===== src/rtl/fcfe_pkg.sv =====
// Types, constants and helpers shared by the frame checker modules.
package fcfe_pkg;

   // Result item kinds carried on tuser
   localparam logic KindPayload = 1'b0;
   localparam logic KindVerdict = 1'b1;

   typedef enum logic [2:0] {
      VerdictOk        = 3'd0,
      VerdictWrongType = 3'd1,
      VerdictChecksum  = 3'd2,
      VerdictLength    = 3'd3,
      VerdictTooShort  = 3'd4
   } verdict_type;

   // Header layout (byte offsets within the frame)
   localparam logic [15:0] TypeOffset     = 16'd7;
   localparam logic [15:0] IdentFirst     = 16'd8;
   localparam logic [15:0] IdentLast      = 16'd15;
   localparam logic [15:0] LengthFirst    = 16'd16;
   localparam logic [15:0] LengthLast     = 16'd17;
   localparam logic [15:0] SumBytes       = 16'd18;
   localparam logic [15:0] ChecksumLast   = 16'd19;
   localparam logic [15:0] IndexFirst     = 16'd20;
   localparam logic [15:0] IndexLast      = 16'd23;
   localparam logic [15:0] PayloadOffset  = 16'd24;
   localparam logic [15:0] LengthBias     = 16'd4;
   localparam logic [16:0] MaxFrameBytes  = 17'd1024;
   localparam logic [15:0] PosSaturate    = 16'hffff;

   localparam logic [7:0] TypeReset = 8'd1;

   localparam int DataW = 128;

   localparam int QueueDepth = 8;
   localparam int QueuePtrW  = $clog2(QueueDepth);
   localparam int QueueCntW  = $clog2(QueueDepth + 1);

   typedef struct packed {
      logic             kind;
      logic [DataW-1:0] data;
      logic             last;
   } rsp_item_type;

   typedef struct packed {
      logic         pending;  // an item sits in the input register
      logic [1:0]   num;      // result items pushed this cycle
      rsp_item_type item0;
      rsp_item_type item1;
   } push_type;

   function automatic logic [DataW-1:0] pack_data(
      input logic [7:0]  payload_byte,
      input logic [2:0]  verdict,
      input logic [15:0] payload_length,
      input logic [7:0]  packet_number,
      input logic [7:0]  packet_count,
      input logic [15:0] frame_sequence,
      input logic [63:0] device_ident
   );
      return {5'b0, device_ident, frame_sequence, packet_count, packet_number,
              payload_length, verdict, payload_byte};
   endfunction

endpackage


===== src/rtl/fcfe_parse.sv =====
// Input register, running frame state and per-byte result computation.
module fcfe_parse (
   input  logic                clock,
   input  logic                reset,
   input  logic                csr_wr_en,
   input  logic [7:0]          csr_wr_data,
   input  logic                req_tvalid,
   output logic                req_tready,
   input  logic [7:0]          req_tdata,
   input  logic                req_tlast,
   input  logic                queue_room,
   output fcfe_pkg::push_type  push
);
   import fcfe_pkg::*;

   logic        in_valid_ff, in_valid_in;
   logic [7:0]  in_byte_ff;
   logic        in_last_ff;
   logic [7:0]  accepted_type_ff, accepted_type_in;
   logic [15:0] pos_ff, pos_in;
   logic [19:0] sum_ff, sum_in;
   logic [7:0]  low_ff, low_in;
   logic [7:0]  type_ff, type_in;
   logic [15:0] length_ff, length_in;
   logic [15:0] chk_ff, chk_in;
   logic [31:0] index_ff, index_in;
   logic [63:0] ident_ff, ident_in;

   // State after this byte, before the end-of-frame clear
   logic [19:0] sum_upd;
   logic [7:0]  low_upd, type_upd;
   logic [15:0] length_upd, chk_upd;
   logic [31:0] index_upd;
   logic [63:0] ident_upd;

   logic        is_payload;
   logic        is_verdict;
   logic [16:0] fold1;
   logic [15:0] fold2;
   logic [15:0] chk_calc;
   logic [15:0] plen;
   logic [15:0] body_len;
   verdict_type verdict;
   rsp_item_type pay_item, ver_item;

   assign req_tready       = queue_room;
   assign in_valid_in      = req_tvalid && req_tready;
   assign accepted_type_in = csr_wr_en ? csr_wr_data : accepted_type_ff;

   always_comb begin
      sum_upd    = sum_ff;
      low_upd    = low_ff;
      type_upd   = type_ff;
      length_upd = length_ff;
      chk_upd    = chk_ff;
      index_upd  = index_ff;
      ident_upd  = ident_ff;
      if (pos_ff < SumBytes) begin
         if (!pos_ff[0]) begin
            low_upd = in_byte_ff;
         end else begin
            sum_upd = sum_ff + {4'b0, in_byte_ff, low_ff};
         end
      end
      if (pos_ff == TypeOffset) begin
         type_upd = in_byte_ff;
      end
      if (pos_ff >= IdentFirst && pos_ff <= IdentLast) begin
         ident_upd = {ident_ff[55:0], in_byte_ff};
      end
      if (pos_ff == LengthFirst || pos_ff == LengthLast) begin
         length_upd = {length_ff[7:0], in_byte_ff};
      end
      if (pos_ff == SumBytes || pos_ff == ChecksumLast) begin
         chk_upd = {chk_ff[7:0], in_byte_ff};
      end
      if (pos_ff >= IndexFirst && pos_ff <= IndexLast) begin
         index_upd = {index_ff[23:0], in_byte_ff};
      end
   end

   // Checksum and type are settled by offset 23, so checks read the held state
   always_comb begin
      fold1    = {1'b0, sum_ff[15:0]} + {13'b0, sum_ff[19:16]};
      fold2    = fold1[15:0] + {15'b0, fold1[16]};
      chk_calc = ~fold2;
      plen     = length_upd - LengthBias;
      body_len = pos_ff - (PayloadOffset - 16'd1);
      priority if (pos_ff < PayloadOffset - 16'd1) begin
         verdict = VerdictTooShort;
      end else if (type_ff != accepted_type_ff) begin
         verdict = VerdictWrongType;
      end else if (chk_ff != chk_calc) begin
         verdict = VerdictChecksum;
      end else if ({1'b0, pos_ff} >= MaxFrameBytes || plen != body_len) begin
         verdict = VerdictLength;
      end else begin
         verdict = VerdictOk;
      end
   end

   always_comb begin
      is_payload = in_valid_ff && pos_ff >= PayloadOffset && {1'b0, pos_ff} < MaxFrameBytes;
      is_verdict = in_valid_ff && in_last_ff;

      pay_item.kind = KindPayload;
      pay_item.data = pack_data(in_byte_ff, 3'b0, 16'b0, 8'b0, 8'b0, 16'b0, 64'b0);
      pay_item.last = !in_last_ff;

      ver_item.kind = KindVerdict;
      ver_item.data = pack_data(8'b0, verdict, plen, index_upd[31:24], index_upd[23:16],
                                index_upd[15:0], ident_upd);
      ver_item.last = 1'b1;

      push.pending = in_valid_ff;
      push.num     = {1'b0, is_payload} + {1'b0, is_verdict};
      push.item0   = is_payload ? pay_item : ver_item;
      push.item1   = ver_item;
   end

   always_comb begin
      pos_in    = pos_ff;
      sum_in    = sum_ff;
      low_in    = low_ff;
      type_in   = type_ff;
      length_in = length_ff;
      chk_in    = chk_ff;
      index_in  = index_ff;
      ident_in  = ident_ff;
      if (in_valid_ff) begin
         if (in_last_ff) begin
            // clear for the next frame
            pos_in    = '0;
            sum_in    = '0;
            low_in    = '0;
            type_in   = '0;
            length_in = '0;
            chk_in    = '0;
            index_in  = '0;
            ident_in  = '0;
         end else begin
            sum_in    = sum_upd;
            low_in    = low_upd;
            type_in   = type_upd;
            length_in = length_upd;
            chk_in    = chk_upd;
            index_in  = index_upd;
            ident_in  = ident_upd;
            if (pos_ff != PosSaturate) begin
               pos_in = pos_ff + 16'd1;
            end
         end
      end
   end

   always_ff @(posedge clock) begin
      if (reset) begin
         in_valid_ff      <= 1'b0;
         accepted_type_ff <= TypeReset;
         pos_ff           <= '0;
         sum_ff           <= '0;
         low_ff           <= '0;
         type_ff          <= '0;
         length_ff        <= '0;
         chk_ff           <= '0;
         index_ff         <= '0;
         ident_ff         <= '0;
      end else begin
         in_valid_ff      <= in_valid_in;
         accepted_type_ff <= accepted_type_in;
         pos_ff           <= pos_in;
         sum_ff           <= sum_in;
         low_ff           <= low_in;
         type_ff          <= type_in;
         length_ff        <= length_in;
         chk_ff           <= chk_in;
         index_ff         <= index_in;
         ident_ff         <= ident_in;
      end
   end

   always_ff @(posedge clock) begin
      if (in_valid_in) begin
         in_byte_ff <= req_tdata;
         in_last_ff <= req_tlast;
      end
   end

endmodule


===== src/rtl/fcfe_queue.sv =====
// Result queue that takes up to two items a cycle and hands out one.
module fcfe_queue (
   input  logic                    clock,
   input  logic                    reset,
   input  fcfe_pkg::push_type      push,
   output logic                    queue_room,
   output logic                    rsp_tvalid,
   input  logic                    rsp_tready,
   output logic [fcfe_pkg::DataW-1:0] rsp_tdata,
   output logic                    rsp_tuser,
   output logic                    rsp_tlast
);
   import fcfe_pkg::*;

   rsp_item_type           entries_ff [QueueDepth];
   logic [QueuePtrW-1:0]   wr_ptr_ff, wr_ptr_in;
   logic [QueuePtrW-1:0]   rd_ptr_ff, rd_ptr_in;
   logic [QueueCntW-1:0]   count_ff, count_in;
   logic [QueuePtrW-1:0]   wr_ptr_next;
   logic                   pop;
   logic [QueueCntW:0]     committed;

   assign pop         = (count_ff != '0) && rsp_tready;
   assign wr_ptr_next = wr_ptr_ff + QueuePtrW'(1);

   always_comb begin
      wr_ptr_in = wr_ptr_ff + QueuePtrW'(push.num);
      rd_ptr_in = pop ? rd_ptr_ff + QueuePtrW'(1) : rd_ptr_ff;
      count_in  = count_ff + QueueCntW'(push.num) - QueueCntW'(pop);
      // leave space for the item in the input register and one more behind it
      committed  = {1'b0, count_ff} + (push.pending ? (QueueCntW+1)'(2) : '0);
      queue_room = committed <= (QueueCntW+1)'(QueueDepth - 2);
   end

   assign rsp_tvalid = count_ff != '0;
   assign rsp_tdata  = entries_ff[rd_ptr_ff].data;
   assign rsp_tuser  = entries_ff[rd_ptr_ff].kind;
   assign rsp_tlast  = entries_ff[rd_ptr_ff].last;

   always_ff @(posedge clock) begin
      if (reset) begin
         wr_ptr_ff <= '0;
         rd_ptr_ff <= '0;
         count_ff  <= '0;
      end else begin
         wr_ptr_ff <= wr_ptr_in;
         rd_ptr_ff <= rd_ptr_in;
         count_ff  <= count_in;
      end
   end

   always_ff @(posedge clock) begin
      if (push.num != 2'd0) begin
         entries_ff[wr_ptr_ff] <= push.item0;
      end
      if (push.num == 2'd2) begin
         entries_ff[wr_ptr_next] <= push.item1;
      end
   end

endmodule


===== src/rtl/frame_checker_and_field_extractor_core.sv =====
// Byte-stream frame checker: runs the header checks and forwards the payload, one byte per cycle.
// A frame arrives one byte per req item, tlast on its final byte. Each accepted byte lands in an
// input register and is worked in the next cycle against the running header state (byte offset,
// 20-bit checksum accumulator, captured header fields); its results enter an eight-entry result
// queue at the following edge, from whose head rsp shows them. One byte is taken every cycle
// while rsp keeps up. Payload bytes from offset 24 up to offset 1023 come out as tuser=0
// items; the last byte adds a tuser=1 verdict item (after the payload item when both occur),
// and that last byte can therefore put two items on rsp. req_tready falls when the queue cannot
// hold what is in flight. The accepted type register resets to 1 and is written through
// csr_wr_en/csr_wr_data; the user must write it only while no frame is in progress, as the
// block itself does not enforce this.
module frame_checker_and_field_extractor_core (
   input  logic         clock,
   input  logic         reset,
   input  logic         csr_wr_en,
   input  logic [7:0]   csr_wr_data,   // accepted_type
   input  logic         req_tvalid,
   output logic         req_tready,
   input  logic [7:0]   req_tdata,     // [7:0] byte_value
   input  logic         req_tlast,     // last_byte
   output logic         rsp_tvalid,
   input  logic         rsp_tready,
   // [7:0] payload_byte, [10:8] verdict, [26:11] payload_length, [34:27] packet_number,
   // [42:35] packet_count, [58:43] frame_sequence, [122:59] device_ident, [127:123] zero
   output logic [127:0] rsp_tdata,
   output logic         rsp_tuser,     // item_kind
   output logic         rsp_tlast      // end_of_run
);
   import fcfe_pkg::*;

   push_type push;
   logic     queue_room;

   fcfe_parse u_parse (
      .clock       (clock),
      .reset       (reset),
      .csr_wr_en   (csr_wr_en),
      .csr_wr_data (csr_wr_data),
      .req_tvalid  (req_tvalid),
      .req_tready  (req_tready),
      .req_tdata   (req_tdata),
      .req_tlast   (req_tlast),
      .queue_room  (queue_room),
      .push        (push)
   );

   fcfe_queue u_queue (
      .clock      (clock),
      .reset      (reset),
      .push       (push),
      .queue_room (queue_room),
      .rsp_tvalid (rsp_tvalid),
      .rsp_tready (rsp_tready),
      .rsp_tdata  (rsp_tdata),
      .rsp_tuser  (rsp_tuser),
      .rsp_tlast  (rsp_tlast)
   );

endmodule


===== config.mk =====
export PLATFORM = sky130hd
export DESIGN_NAME = frame_checker_and_field_extractor_core
export DESIGN_NICKNAME = d
export VERILOG_FILES = /design/src/rtl/fcfe_pkg.sv /design/src/rtl/fcfe_parse.sv /design/src/rtl/fcfe_queue.sv /design/src/rtl/frame_checker_and_field_extractor_core.sv
export SDC_FILE = /design/constraint.sdc
export NUM_CORES = 2
export LEC_CHECK = 0
export BUFFER_PORTS_ARGS = -buffer_cell sky130_fd_sc_hd__buf_2
export CAP_MARGIN = 10
export CORE_MARGIN = 5
export CORE_UTILIZATION = 55
export DETAILED_ROUTE_END_ITERATION = 8
export PLACE_DENSITY = 0.8
export REMOVE_ABC_BUFFERS = 1
export SLEW_MARGIN = 10
export SYNTH_ARGS = -nofsm -noshare
export SYNTH_HDL_FRONTEND = slang
export SYNTH_SLANG_ARGS = --single-unit

===== constraint.sdc =====
create_clock -name clock -period 8.7 [get_ports clock]
set_input_delay 0.435 -clock clock [delete_from_list [all_inputs] [get_ports clock]]
set_output_delay 0.435 -clock clock [all_outputs]
set_load 0.05 [all_outputs]

Word level (Yosys, flattened, before mapping)
Memory sizes are Yosys's and may differ from the RTL's. A register that Yosys moved wholly into a read port is not among the register bits.
Index checks and enable logic that the tools add are counted.
- register bits: 208
- bits in writable memories: 1040
- input port bits: 22
- output and inout port bits: 132
- logic and storage cells: 104
- memories kept: 1
- add/subtract/negate cells: 13
- order comparisons: 10
- equal/unequal tests: 11
- muxes and demuxes: 30
- bitwise logic cells: 1
- reductions and logical operators: 23
- memories (name ; words ; width ; rd ports ; clocked after memory_dff ; wr ports ; line ; RTL):
    u_queue.entries_ff ; 8 ; 130 ; 1 ; 1 ; 2 ; fcfe_queue.sv:15 ; rsp_item_type entries_ff [QueueDepth];
- operator list (kind ; count):
    $mux 130 ; 1
    $mux 64 ; 2
    $mux 16 ; 6
    $eq 16x5->1 const B ; 4
    $mux 32 ; 2
    $mux 20 ; 3
    $mux 8 ; 5
    $ge 16x5->1 const B ; 2
    $lt 16x5->1 const B ; 2
    $ne 16x16->1 ; 2
    $add 20x16->20 ; 1
    $add 16x4->17 ; 1
    $add 16x1->16 ; 1
    $add 16x1->16 const B ; 1
    $eq 16x3->1 const B ; 1
    $ge 16x11->1 const B ; 1
    $ge 16x4->1 const B ; 1
    $le 16x4->1 const B ; 1
    $le 16x5->1 const B ; 1
    $lt 16x11->1 const B ; 1
    $ne 16x16->1 const B ; 1
    $not 16->16 ; 1
    $sub 16x3->16 const B ; 1
    $sub 16x5->16 const B ; 1
    20 further kinds ; 45

Longest topological paths before layout
- depth in word-level cells: 11
- mapped depth: 20
- gate-level depth less buffers: 17

Hierarchy
Synthesis repeated with hierarchy kept, for this count alone.
- cell total of the unflattened synthesis: 4199
- area, all modules: 64317.9 um2
- modules (own cells, without submodules) (module ; instances ; cells an instance ; area each (um2) ; sequential area each (um2)):
    fcfe_queue ; 1 ; 2754 ; 52036.2 ; 31490.2
    fcfe_parse ; 1 ; 1445 ; 12281.8 ; 4053.9

Least setup slack after synthesis
Ideal clock, no wire load.
- kind: register to register
- from: reg u_parse.pos_ff[0]
- to: mem u_queue.entries_ff[0][10] (netlist bit), data pin
- library setup time: 272 ps
- data arrival time: 4892 ps
- data required time: 8428 ps
- path slack: 3536 ps
- stages on the path, launching flop included: 19
- path buffers: 3
- period minus slack after synthesis: 5164 ps
- cell sequence: dfxtp_1 -> clkbuf_1 -> inv_1 -> ha_1 -> o21a_1 -> nand2_1 -> clkbuf_1 -> buf_2 -> mux2i_1 -> ha_1 -> nor3b_1 -> nand3_1 -> a222oi_1 -> xor2_2 -> o21ai_2 -> a311oi_2 -> o2111ai_1 -> nor4b_4 -> nor3_1
- RTL lines (item ; line ; RTL):
    start: declaration ; fcfe_parse.sv:20 ; logic [15:0] pos_ff, pos_in;
    start signal: assignment ; fcfe_parse.sv:171 ; pos_ff <= pos_in;
    end: declaration ; fcfe_queue.sv:15 ;

==> out/qor.yml <==
cells_and_area:
  drive_above_1_share_pct: 18.4
  nets: 4205
  n_antenna_cell: 0
  syn_to_final_growth_pct: 11.1
  regArea_mm2: 0.0336
  num-fill-cells: 6991
  multiInputGateArea_mm2: 0.0188
  fin_area_mm2: 0.0594
sta:
  worst_pin_slew_ns: 1.20
  setup_slack_ns: 2.47
  max_freq_mhz: 160
  rsz0062_at_grt: "false"
  fin_hold_ws_ns: 0.156
  fin_crit_ns: 6.23
  finalCritPeriodShare_pct: 71.7
  finalHoldViolCount: 0
  skew_ns: 0.0620
  slew_violations: 0
  slew_headroom_pct: 19.4
  setup_viol: 0
floorplanning:
  core_mm2: 0.0966
  die-area_mm2: 0.104
  die_h_um: 322
  start_util_pct: 55.3
  die_w_um: 322
  ios: 154
  rows: 114
clock_tree:
  cts_made_buffers: 116
  cts.sinks: 1211
  ctsLongestPathBuffers: 3
  tritoncts: "done"
  h-tree-depth: 3
  post_cts_resize_count: 0
  root_buffer: "clkbuf_16"
  clk_latency_ns: 0.73
  clk_pin_slew_ns: 0.07
global_routing:
  grt_max_degree: 126
  first_global_vias: 35200
  grt_usage_pct: 26.2
  grt_pass1_wl_mm: 209
  antenna_found_initial: 5
  grt_overflow: 0
hold_path:
  min_path_type: "in2reg"
  hold_depth: 4
  min-delay-start: "rsp_tready"
route:
  post_drt_wl_per_cell_um: 24.8
  first_iter_violations: 4112
  drt-met1-wl_mm: 51.3
  via_per_inst: 6.26
  met3_length_mm: 13.5
  antenna_left: 0
  top_layer_used: "met5"
  drt_pre_antenna_iters: 6
  vias: 34500
  routed_wirelength_mm: 137
  drcViolationCount: 0
  wl_met2_mm: 67.9
power:
  powerDensity_mw_per_mm2: 243
  ir_drop_mv: 0.231
  p_leak_nw: 19.8
  p_total_w: 0.0145
setup_path:
  rr_endpoint: "u_queue.entries_ff[5][10]$_DFFE_PP_"
  reg2regPathDepth: 15
  crit_path_end_kind: "register"
  path_max_fanout: 20
  crit_path_start_kind: "register"
  critPathLaunch: "u_parse.pos_ff[5]$_SDFFE_PP0P_"
  crit_type: "reg2reg"
  r2r_slack_ns: 2.47
  critPathRequiredTime_ns: 9.09
  r2r-start: "u_parse.pos_ff[5]$_SDFFE_PP0P_"
  arrival_ns: 6.62
yosys:
  synth-main-ff-cell: "edfxtp_1"
  netlist_area_mm2: 0.0534
  syn_area_per_cell_um2: 13.1
  synth_edf_count: 929
  postSynthCellCount: 4088
  yosys_warnings: 0
  ys_ff_latch: 1211
  yosysUniqueCellTypes: 77
  ys_seq_area_share_pct: 62.8
  postSynth.asyncResetShare_pct: 0
placement:
  dpl_worst_slack_ns: 2.57
  dpl_cell_area_mm2: 0.0553
  place.port_buffers: 148
  gp_congestion: 0.910
  dp_hpwl_mm: 71.1
run_status:
  status: "finished, final reports clean"
job:
  cap_viol_max_count: 0
-- cell type report --
class                      count  area share [%]
inverter                      43           0.343
multi-input combinational   2559            31.6
tap                         1276            2.69
timing repair buffer         207            2.24
sequential                  1211            56.5
clock buffer                 162            5.54
clock inverter                59            1.06
-- routing by layer --
| metal | global-route usage (%) | vias up |
|---|---|---|
| met1 | 35.5 | 17300 |
| met3 | 4.24 | 294 |
| li1 | - | 15000 |
| met5 | 0 | - |
| met4 | 7.22 | 2 |
| met2 | 44.4 | 1948 |
-- power breakdown --
group	switching, W	internal [W]	total, W
Sequential	0.0000973	0.00624	0.00634
Clock	0.00220	0.00292	0.00512
Combinational	0.00191	0.00109	0.00301
-- worst max path at each step --
stage                                          end  slack [ns]  cells past startpoint
6_report       u_queue.entries_ff[5][10]$_DFFE_PP_        2.47                     15
5_1_grt        u_queue.entries_ff[6][10]$_DFFE_PP_        2.03                     15
4_1_cts        u_queue.entries_ff[3][10]$_DFFE_PP_        2.54                     15
3_5_place_dp   u_queue.entries_ff[3][10]$_DFFE_PP_        2.57                     15
3_3_place_gp   u_queue.entries_ff[4][10]$_DFFE_PP_        2.70                     15
2_1_floorplan                            rsp_tuser       -3.30                      2
-- worst max-delay path: stages, from the launching register on --
cell	delay, ns
dfxtp_1	0.43
nor4_4	0.41
and4_1	0.46
nand2_1	0.65
mux2_2	0.60
inv_1	0.12
ha_1	0.27
nor3b_1	0.21
nand3_1	0.18
a222oi_1	0.76
xor2_2	0.43
o21ai_2	0.11
a311oi_2	0.31
o2111ai_1	0.28
nor4b_4	0.56
nor3_1	0.13
-- registers in the layout, indices dropped and copies added (netlist names), named ones only --
name                      cells
u_parse.accepted_type_ff      8
u_parse.chk_ff               16
u_parse.ident_ff             64
u_parse.in_byte_ff            8
u_parse.in_last_ff            1
u_parse.in_valid_ff           1
u_parse.index_ff             32
u_parse.length_ff            16
u_parse.low_ff                8
u_parse.pos_ff               16
u_parse.sum_ff               20
u_parse.type_ff               8
u_queue.count_ff              4
u_queue.entries_ff         1000
u_queue.rd_ptr_ff             3
u_queue.wr_ptr_ff             3
-- repair_timing --
| action | 4_1_cts | 5_1_grt |
|---|---|---|
| hold endpoints to repair | 17 | 0 |
| hold buffers | 17 | 0 |
| buffers inserted | 0 | 0 |
-- synth_stat cells, drive strengths merged (17+ instances only) --
| cell type | instances | area share [%] |
|---|---|---|
| nand2 | 69 | 0.48 |
| mux4 | 250 | 11 |
| mux2 | 127 | 2.7 |
| nor2 | 1274 | 8.9 |
| nand3 | 31 | 0.29 |
| clkbuf | 226 | 1.6 |
| a22oi | 48 | 0.67 |
| buf | 53 | 0.44 |
| a21oi | 141 | 1.3 |
| nor4 | 18 | 0.27 |
| nor3 | 35 | 0.33 |
| ha | 41 | 0.96 |
| nand2b | 17 | 0.20 |
| edfxtp | 929 | 52 |
| o21ai | 31 | 0.30 |
| xor2 | 43 | 0.72 |
| inv | 43 | 0.30 |
| xnor2 | 71 | 1.2 |
| a22o | 65 | 1.1 |
| dfxtp | 282 | 11 |
| mux2i | 120 | 2.2 |
-- cell families after synthesis --
family	count (synthesis)	synth area share [%]
other cells	1	0.00702
fa+ha+maj	45	1.11
buf+inv	322	2.32
flops	1211	62.8
mux	497	15.5
compound gates	360	4.54
xor+xnor	117	2.01
simple gates	1535	11.8
-- placed cells by master, fill, tap and decap left out, drive strengths merged, types with 43 or more instances in the layout --
master	instances
buf	190
a22oi	48
edfxtp	929
a21oi	141
mux2	127
clkinv	47
xnor2	71
nand2	69
mux4	250
xor2	43
dfxtp	282
a22o	65
mux2i	120
nor2	1274
inv	45
clkbuf	162
-- stage by stage --
stage	util, %	setup TNS (ns)	instances
finish	61.5	0	5517
global route	61.5	0	5517
CTS	61.5	0	5517
detailed placement	57.3	0	5279
global placement	57.3	0	5279
floorplan	-	-380.40	3813
Note: power is estimated with default switching activity, not from simulation.
